--- src/sv/psc_pkg.sv ---
// Shared types and constants for the postfix stack calculator.
// Request, response, command and status types, plus controller states.
// No dependencies; every other file in this folder imports this package.
`default_nettype none

package psc_pkg;

    localparam int WORD_W      = 32;
    localparam int IDX_W       = 10;
    localparam int DEPTH_OUT_W = 11;

    typedef enum logic [2:0] {
        OP_PUSH        = 3'd0,
        OP_POP         = 3'd1,
        OP_ADD         = 3'd2,
        OP_SUB         = 3'd3,
        OP_MUL         = 3'd4,
        OP_DIV         = 3'd5,
        OP_PEEK_TOP    = 3'd6,
        OP_PEEK_BOTTOM = 3'd7
    } psc_op_t;

    typedef enum logic [2:0] {
        ST_OK      = 3'd0,
        ST_EMPTY   = 3'd1,
        ST_RANGE   = 3'd2,
        ST_FEW     = 3'd3,
        ST_DIVZERO = 3'd4,
        ST_FULL    = 3'd5
    } psc_status_t;

    typedef enum logic [2:0] {
        S_IDLE,
        S_CHECK,
        S_READ2,
        S_OPER,
        S_DIV,
        S_RESP
    } psc_state_t;

    typedef enum logic [1:0] {
        RD_TOP,
        RD_SECOND,
        RD_PEEK
    } psc_rd_sel_t;

    typedef struct packed {
        psc_op_t                   req_type;
        logic signed [WORD_W-1:0]  push_value;
        logic [IDX_W-1:0]          peek_index;
    } psc_req_t;

    typedef struct packed {
        logic signed [WORD_W-1:0]  result_value;
        psc_status_t               status;
        logic [DEPTH_OUT_W-1:0]    stack_depth;
    } psc_rsp_t;

    typedef struct packed {
        logic        load_req;
        logic        rd_en;
        psc_rd_sel_t rd_sel;
        logic        cap_top;
        logic        alu_cap;
        logic        div_start;
        logic        div_cap;
        logic        finish;
    } psc_cmd_t;

    typedef struct packed {
        psc_op_t op;
        logic    base_err;
        logic    top_zero;
        logic    div_done;
    } psc_stat_t;

endpackage

`default_nettype wire

--- src/sv/psc_ctrl.sv ---
// Controller state machine for the postfix stack calculator.
// Depends on psc_pkg for states, op codes, command and status types.
`default_nettype none

module psc_ctrl (
    input  wire logic               clk,
    input  wire logic               rst_n,
    input  wire logic               start,
    input  wire psc_pkg::psc_stat_t stat,
    output psc_pkg::psc_cmd_t       cmd,
    output logic                    busy,
    output logic                    done
);
    import psc_pkg::*;

    psc_state_t state_reg;
    psc_state_t state_next;

    always_ff @(posedge clk or negedge rst_n)
    begin
        if (!rst_n)
            state_reg <= S_IDLE;
        else
            state_reg <= state_next;
    end

    always_comb
    begin
        state_next = state_reg;
        cmd        = '0;
        cmd.rd_sel = RD_TOP;
        case (state_reg)
            S_IDLE:
            begin
                if (start)
                begin
                    cmd.load_req = 1'b1;
                    state_next   = S_CHECK;
                end
            end
            S_CHECK:
            begin
                if (stat.base_err)
                    state_next = S_RESP;
                else
                begin
                    case (stat.op)
                        OP_PUSH:
                            state_next = S_RESP;
                        OP_POP:
                        begin
                            cmd.rd_en  = 1'b1;
                            cmd.rd_sel = RD_TOP;
                            state_next = S_RESP;
                        end
                        OP_PEEK_TOP, OP_PEEK_BOTTOM:
                        begin
                            cmd.rd_en  = 1'b1;
                            cmd.rd_sel = RD_PEEK;
                            state_next = S_RESP;
                        end
                        default:
                        begin
                            cmd.rd_en  = 1'b1;
                            cmd.rd_sel = RD_TOP;
                            state_next = S_READ2;
                        end
                    endcase
                end
            end
            S_READ2:
            begin
                cmd.cap_top = 1'b1;
                cmd.rd_en   = 1'b1;
                cmd.rd_sel  = RD_SECOND;
                state_next  = S_OPER;
            end
            S_OPER:
            begin
                if (stat.op != OP_DIV)
                begin
                    cmd.alu_cap = 1'b1;
                    state_next  = S_RESP;
                end
                else if (stat.top_zero)
                    state_next = S_RESP;
                else
                begin
                    cmd.div_start = 1'b1;
                    state_next    = S_DIV;
                end
            end
            S_DIV:
            begin
                if (stat.div_done)
                begin
                    cmd.div_cap = 1'b1;
                    state_next  = S_RESP;
                end
            end
            S_RESP:
            begin
                cmd.finish = 1'b1;
                state_next = S_IDLE;
            end
            default:
                state_next = S_IDLE;
        endcase
    end

    assign busy = (state_reg != S_IDLE);
    assign done = (state_reg == S_RESP);

endmodule

`default_nettype wire

--- config.mk ---
export PLATFORM = sky130hd
export DESIGN_NAME = psc_ctrl
export DESIGN_NICKNAME = d
export VERILOG_FILES = /design/src/sv/psc_pkg.sv /design/src/sv/psc_ctrl.sv
export SDC_FILE = /design/constraint.sdc
export NUM_CORES = 1
export LEC_CHECK = 0
export ABC_AREA = 1
export BUFFER_PORTS_ARGS = -buffer_cell sky130_fd_sc_hd__buf_2
export CORE_AREA = 2 2 39 41
export DETAILED_ROUTE_END_ITERATION = 16
export DIE_AREA = 0 0 41 43
export GPL_ROUTABILITY_DRIVEN = 1
export GPL_TIMING_DRIVEN = 0
export PLACE_DENSITY = 0.46
export SYNTH_ARGS = -nofsm -noshare
export SYNTH_HDL_FRONTEND = slang
export SYNTH_SLANG_ARGS = --single-unit
--- constraint.sdc ---
create_clock -name clk -period 1.43 [get_ports clk]
set_clock_uncertainty 0.05 [all_clocks]
set_input_delay 0 -clock clk [delete_from_list [all_inputs] [get_ports clk]]
set_output_delay 0 -clock clk [all_outputs]
set_load 0.02 [all_outputs]
==> results of run 1 <==
==> cells by family after synthesis <==
logic type	share of synthesized area [%]
AO/OA/AOI/OAI	16.5
flip-flops	25.4
buffers and inverters	20.3
AND/OR/NAND/NOR	37.7
==> metrics by stage <==
step	setup WS, ns	std cells
after floorplan	0.208	46
after global routing	0.0173	86
after CTS	0.0141	86
final	0.113	86
after global placement	0.283	81
after detailed placement	0.276	81
==> synthesized netlist by cell type, drive strengths merged <==
| master | number | share of area (%) |
|---|---|---|
| nor3 | 2 | 5.1 |
| o211ai | 1 | 2.5 |
| inv | 12 | 15 |
| nand2 | 10 | 15 |
| nand3 | 3 | 5.1 |
| nand4 | 1 | 2.1 |
| nor2 | 6 | 10 |
| a21oi | 1 | 3.0 |
| buf | 2 | 5.1 |
| o21ai | 5 | 11 |
| dfrtp | 3 | 25 |
==> power breakdown <==
group	switching, uW	internal [uW]	leakage, uW
clock network	46.9	105	0.0000150
logic	356	204	0.000217
registers	61.3	128	0.0000367
total	464	437	0.000269
==> critical path, delay by kind of cell (launching register included) <==
kind | cells | cell delay (ns)
flops | 1 | 0.40
buf+inv | 3 | 0.32
simple gates | 2 | 0.18
compound gates | 1 | 0.12
==> repair_timing <==
item                                    in CTS  in global routing
hold endpoints to repair                     3                  0
buffers inserted                             0                  0
endpoints found under the setup margin       0                  2
hold buffers                                 1                  0
resized for setup                            0                  3
==> metal layers <==
metal,GRT usage [%],vias up,routed length [um]
met3,4.71,2,67
met2,13.4,17,310
met1,10.0,130,283
li1,-,189,-
met5,0,-,0
met4,6.00,0,8
==> layout make-up <==
class	count	area, um2
Timing Repair Buffer	20	105
Inverter	12	45.0
Fill cell	159	928
Clock buffer	4	26.3
Sequential cell	3	76.3
Tap cell	16	20.0
Buffer	2	15.0
Multi-Input combinational cell	29	168
==> worst paths after layout <==
path / from / endpoint / depth (start not counted)
setup / recovery: state_reg[1] / cmd[7] / 6
hold / removal: stat[0] / state_reg[0] / 3
setup reg to reg: state_reg[0] / state_reg[0] / 4
hold reg to reg: state_reg[2] / state_reg[0] / 3
max in group asynchronous: rst_n / state_reg[0] / 2
min in group asynchronous: rst_n / state_reg[2] / 2
==> results_dict.tcl, run 1 <==
set metrics [dict create \
    hold_ws_ns 0.0256 \
    final_cell_area_um2 455 \
    status "finished, final reports clean" \
    start_util_pct 21.3 \
    critPathRequiredTime_ns 1.38 \
    rows 14 \
    crit_path_top_delay_cell "dfrtp_1" \
    grt_pass1_vias 278 \
    syn-cell-area_um2 295 \
    worst_setup_path_start_kind "flop" \
    reg2reg_slack_ns 0.29 \
    synth_area_per_cell_um2 6.42 \
    crit_path_max_fanout 4 \
    ir_drop_mv 0.554 \
    post-route-util_pct 32.9 \
    slew_viol_final 0 \
    clk_latency_ns 0.23 \
    ios 20 \
    core_um2 1380 \
    cts_tree "built" \
    cts_buffers 3 \
    setup_viol 0 \
    clk_pin_slew_ns 0.04 \
    final_common_cell "buf_2" \
    ys_warn_count 0 \
    viasPerCell 3.93 \
    die_height_um 43 \
    final_net_count 80 \
    dr.pass1.iters 4 \
    drtIter0Drc 5 \
    area_growth_pct 54.2 \
    fmax_mhz 760 \
    p_per_area_nw_per_um2 1980 \
    wl_um 670 \
    power_uw 901 \
    die_area_um2 1760 \
    io_buffers 19 \
    p_leak_uw 0.000269 \
    timing.final.crit_share_pct 92.1 \
    ys_types 17 \
    largest_reg_flops 3 \
    root_buffer "clkbuf_4" \
    hold_violations 0 \
    worstPathArrival_ns 1.27 \
    route.vias.total 338 \
    slowest_delay_ns 0.40 \
    cp-end-kind "output port" \
    htree_levels 1 \
    antenna_found_initial 0 \
    hold_path_class "in -> reg" \
    rsz0062_at_grt "false" \
    grt_pass1_wl_um 1060 \
    overflow 0 \
    critical_path_class "reg -> out" \
    dpl-instance-area_um2 410 \
    drive_gt1_share_pct 52.9 \
    tns_ns 0 \
    synth_fp_nets 55 \
    worstMarginPinSlew_ns 0.225 \
    post-route-drc-count 0 \
    syn_inst 46 \
    final_cell_mix "buf_2, inv_1, nand2_1, nor2_1" \
    dp_hpwl_um 566 \
    yosys_register_bits 3 \
    drt.antenna.violating_nets 0 \
    yosysSeqAreaShare_pct 25.4 \
    grt_max_degree 7 \
    clock_sinks 3 \
    period_needed_ns 1.32 \
    maxCapViolations 0 \
    avgRoutedWirePerCell_um 7.79 \
    routabilityCongestion 0.645 \
    worstPathCellList "inv_1 -> nand2_2 -> nor2_4 -> inv_2 -> o21ai_2 -> buf_2" \
    slew_headroom_pct 84.9 \
    fp.dieW_um 41 \
    ctsLongestPathBuffers 2 \
    grt_use_total_pct 9.26 \
    antenna_cells 0 \
]
No activity file was read; power rests on OpenSTA's default activity.
==> run 2: changes to the inputs <==
==> constraint.sdc (replaced) <==
create_clock -name clk -period 1.43 [get_ports clk]
set_clock_uncertainty 0.05 [all_clocks]
set_input_delay 0.429 -clock clk [delete_from_list [all_inputs] [get_ports clk]]
set_output_delay 0.429 -clock clk [all_outputs]
set_load 0.02 [all_outputs]
==> results_dict.tcl, run 2 (synthesized netlist as in run 1, its figures left out) <==
set metrics [dict create \
    grt_use_total_pct 11.9 \
    slew_viol_final 0 \
    root_buffer "clkbuf_4" \
    timing.final.crit_share_pct 120 \
    dp_hpwl_um 572 \
    critPathLaunch "state_reg[1]" \
    antenna_found_initial 0 \
    n_fill_cell 166 \
    dpl-instance-area_um2 439 \
    maxCapViolations 0 \
    drtIter0Drc 3 \
    ir_drop_mv 0.773 \
    rsz0062_at_grt "true" \
    route.vias.total 393 \
    post-route-drc-count 0 \
    avgRoutedWirePerCell_um 8.33 \
    grt_pass1_wl_um 1370 \
    cts_tree "built" \
    drive_gt1_share_pct 64.9 \
    tns_ns -2.26 \
    worstMarginPinSlew_ns 0.212 \
    slew_headroom_pct 85.7 \
    p_per_area_nw_per_um2 2090 \
    critPathRequiredTime_ns 0.95 \
    setup_viol 11 \
    rows 14 \
    io_buffers 19 \
    largest_reg_flops 3 \
    grt_max_degree 5 \
    fp.dieW_um 41 \
    final_common_cell "buf_6" \
    cp-end-kind "output port" \
    clk_latency_ns 0.23 \
    clock_sinks 3 \
    start_util_pct 21.3 \
    power_uw 1280 \
    failed_checks "negative setup slack" \
    cts_buffers 3 \
    core_um2 1380 \
    r2r.worst_path.cells 7 \
    drt.antenna.violating_nets 0 \
    hold_path_class "in -> async" \
    die_height_um 43 \
    final_cell_mix "buf_6, buf_4, buf_2, inv_1, nand2_1" \
    htree_levels 1 \
    ios 20 \
    hold_violations 0 \
    dr.pass1.iters 2 \
    ctsLongestPathBuffers 2 \
    reg2reg_slack_ns 0.24 \
    antenna_cells 0 \
    area_growth_pct 107 \
    crit_path_max_fanout 3 \
    overflow 0 \
    grt_pass1_vias 381 \
    p_leak_uw 0.000325 \
    seqCellArea_um2 76.3 \
    clk_pin_slew_ns 0.04 \
    routabilityCongestion 0.650 \
    final_cell_area_um2 612 \
    hold_ws_ns 0.468 \
    wl_um 775 \
    viasPerCell 4.23 \
    r2r_start "state_reg[1]" \
    final_net_count 87 \
    reg2reg_to "state_reg[1]" \
    status "finished with violations" \
    final.setup.worst_slack_ns -0.286 \
    worstPathArrival_ns 1.24 \
    fmax_mhz 583 \
    die_area_um2 1760 \
    critical_path_class "reg -> out" \
    worst_setup_path_start_kind "flop" \
    period_needed_ns 1.72 \
    multiInputGateArea_um2 209 \
]
==> run 2: what timing repair did <==
| action | 4_1_cts | 5_1_grt |
|---|---|---|
| pin swaps | 3 | 4 |
| buffers inserted | 6 | 1 |
| resized for setup | 27 | 0 |
| endpoints found under the hold margin | 3 | 0 |
| endpoints found under the setup margin | 11 | 11 |
| hold buffers | 1 | 0 |
==> run 2: metal layers <==
layer	track usage [%]	part of all wire (%)	vias up
met2	19.7	55	16
met1	11.0	38	171
met4	8.00	0	0
met5	0	0	-
li1	-	-	206
met3	4.71	7.7	0
==> run 2: how the worst max path moves through the flow <==
stage | endpoint | slack (ns) | depth (start not counted)
global route | cmd[7] | -0.35 | 6
finish | cmd[7] | -0.29 | 6
detailed placement | cmd[7] | -0.13 | 6
CTS | cmd[7] | -0.28 | 6
floorplan | cmd[5] | -0.11 | 4
global placement | cmd[7] | -0.14 | 6
==> run 2: critical path: stages (launching register included) <==
cell and delay, ns:
dfrtp_1 0.40, inv_2 0.09, nand2_4 0.06, nor2_4 0.10, inv_2 0.07, o21ai_2 0.15, buf_6 0.13
==> run 2: final cells by class <==
cell class,instances,area share [%]
timing repair buffer,27,35.4
multi-input combinational,29,34.2
sequential,3,12.5
inverter,12,7.36
clock buffer,4,4.29
tap,16,3.27
buffer,2,3.07
==> run 2: metrics by stage <==
| step | worst slack (ns) | util [%] | cells |
|---|---|---|---|
| 6_report | -0.286 | 44.2 | 93 |
| 3_3_place_gp | -0.140 | 31.7 | 81 |
| 5_1_grt | -0.348 | 44.2 | 93 |
| 4_1_cts | -0.276 | 43.7 | 92 |
| 3_5_place_dp | -0.132 | 31.7 | 81 |
| 2_1_floorplan | -0.114 | - | 46 |
==> run 2: power by group <==
part           switching (uW)  internal [uW]
Combinational             497            457
Clock                    45.4            105
Sequential               44.9            128
Total                     587            690
==> run 3: changes to the inputs <==
- SETUP_SLACK_MARGIN: default -> 0.2
==> results_dict.tcl, run 3 (synthesized netlist as in run 1, its figures left out) <==
set metrics [dict create \
    hold_violations 0 \
    clk_latency_ns 0.24 \
    worstPathArrival_ns 1.23 \
    p_per_area_nw_per_um2 2010 \
    route.vias.total 387 \
    start_util_pct 21.3 \
    dr.pass1.iters 2 \
    worst_setup_path_start_kind "flop" \
    fin_cells 90 \
    largest_reg_flops 3 \
    hold_path_class "in -> reg" \
    final_common_cell "buf_4" \
    post-route-util_pct 42.3 \
    grt_max_degree 7 \
    worstMarginPinSlew_ns 0.328 \
    post-route-drc-count 0 \
    min_to "state_reg[0]" \
    rsz0062_at_grt "true" \
    failed_checks "negative setup slack" \
    final_cell_mix "buf_4, buf_2, inv_1, nand2_1" \
    clk_pin_slew_ns 0.04 \
    final.setup.worst_slack_ns -0.278 \
    root_buffer "clkbuf_4" \
    reg2reg_to "state_reg[0]" \
    slew_headroom_pct 77.9 \
    area_growth_pct 98.3 \
    cts_tree "built" \
    fp.dieW_um 41 \
    period_needed_ns 1.71 \
    grt_use_total_pct 11.4 \
    reg2reg_slack_ns 0.31 \
    overflow 0 \
    p_leak_uw 0.000306 \
    die_height_um 43 \
    htree_levels 1 \
    grt_pass1_wl_um 1300 \
    setup_viol 11 \
    antenna_cells 0 \
    cp-end-kind "output port" \
    status "finished with violations" \
    ir_drop_mv 0.638 \
    core_um2 1380 \
    rows 14 \
    cts_buffers 3 \
    r2r.worst_path.cells 4 \
    hold_ws_ns 0.436 \
    timing.final.crit_share_pct 119 \
    fmax_mhz 586 \
    drive_gt1_share_pct 70.3 \
    avgRoutedWirePerCell_um 8.32 \
    maxCapViolations 0 \
    die_area_um2 1760 \
    r2r_start "state_reg[0]" \
    dp.cells 81 \
    drt.antenna.violating_nets 0 \
    ctsLongestPathBuffers 2 \
    clock_sinks 3 \
    dp_hpwl_um 615 \
    final_net_count 84 \
    antenna_found_initial 0 \
    crit_path_max_fanout 3 \
    io_buffers 19 \
    min_path_cells 3 \
    ios 20 \
    critPathRequiredTime_ns 0.95 \
    power_uw 1170 \
    hold_start "stat[0]" \
    slew_viol_final 0 \
    routabilityCongestion 0.672 \
    wl_um 749 \
    drtIter0Drc 7 \
    viasPerCell 4.30 \
    grt_pass1_vias 352 \
    critical_path_class "reg -> out" \
]
run 3: where the power goes:
part / internal (uW) / switching, uW / total (uW)
clock network: 105 / 51.2 / 156
registers: 131 / 61.1 / 192
logic: 366 / 461 / 827
total: 602 / 573 / 1170
run 3: layout make-up:
class / count / area [um2]
sequential: 3 / 77.6
inverter: 12 / 47.5
clock buffer: 4 / 26.3
buffer: 2 / 15.0
timing repair buffer: 24 / 173
fill: 161 / 798
multi-input combinational: 29 / 226
tap: 16 / 20.0
run 3: repair_timing:
action,4_1_cts,5_1_grt
endpoints found under the hold margin,3,0
setup buffers,2,2
hold buffers,1,0
endpoints found under the setup margin,12,11
resized for setup,16,4
pin swaps,0,3
run 3: per-stage QoR:
stage	setup TNS [ns]	worst slack, ns	cell area (um2)
6_report	-2.25	-0.278	586
5_1_grt	-3.05	-0.361	586
4_1_cts	-2.79	-0.313	557
3_5_place_dp	-0.608	-0.225	463
3_3_place_gp	-0.594	-0.215	463
2_1_floorplan	-0.0286	-0.0128	348
run 3: worst max-delay path by stage:
stage	from	to
6_report	state_reg[1]	cmd[6]
2_1_floorplan	state_reg[2]	cmd[2]
4_1_cts	state_reg[1]	cmd[7]
3_3_place_gp	stat[4]	cmd[7]
3_5_place_dp	stat[4]	cmd[7]
5_1_grt	state_reg[1]	cmd[6]
run 3: critical path, cell delays in order, from the launching register on:
cell	delay, ns
dfrtp_1	0.40
inv_2	0.09
nand2_4	0.06
nor2_4	0.14
inv_4	0.06
nor3_4	0.11
buf_6	0.14
run 3: routing by layer:
metal | vias to the layer above | routed length, um | track usage [%]
li1 | 197 | - | -
met1 | 171 | 272 | 11.0
met2 | 17 | 388 | 18.1
met3 | 2 | 67 | 3.14
met4 | 0 | 21 | 10.0
met5 | - | 0 | 0
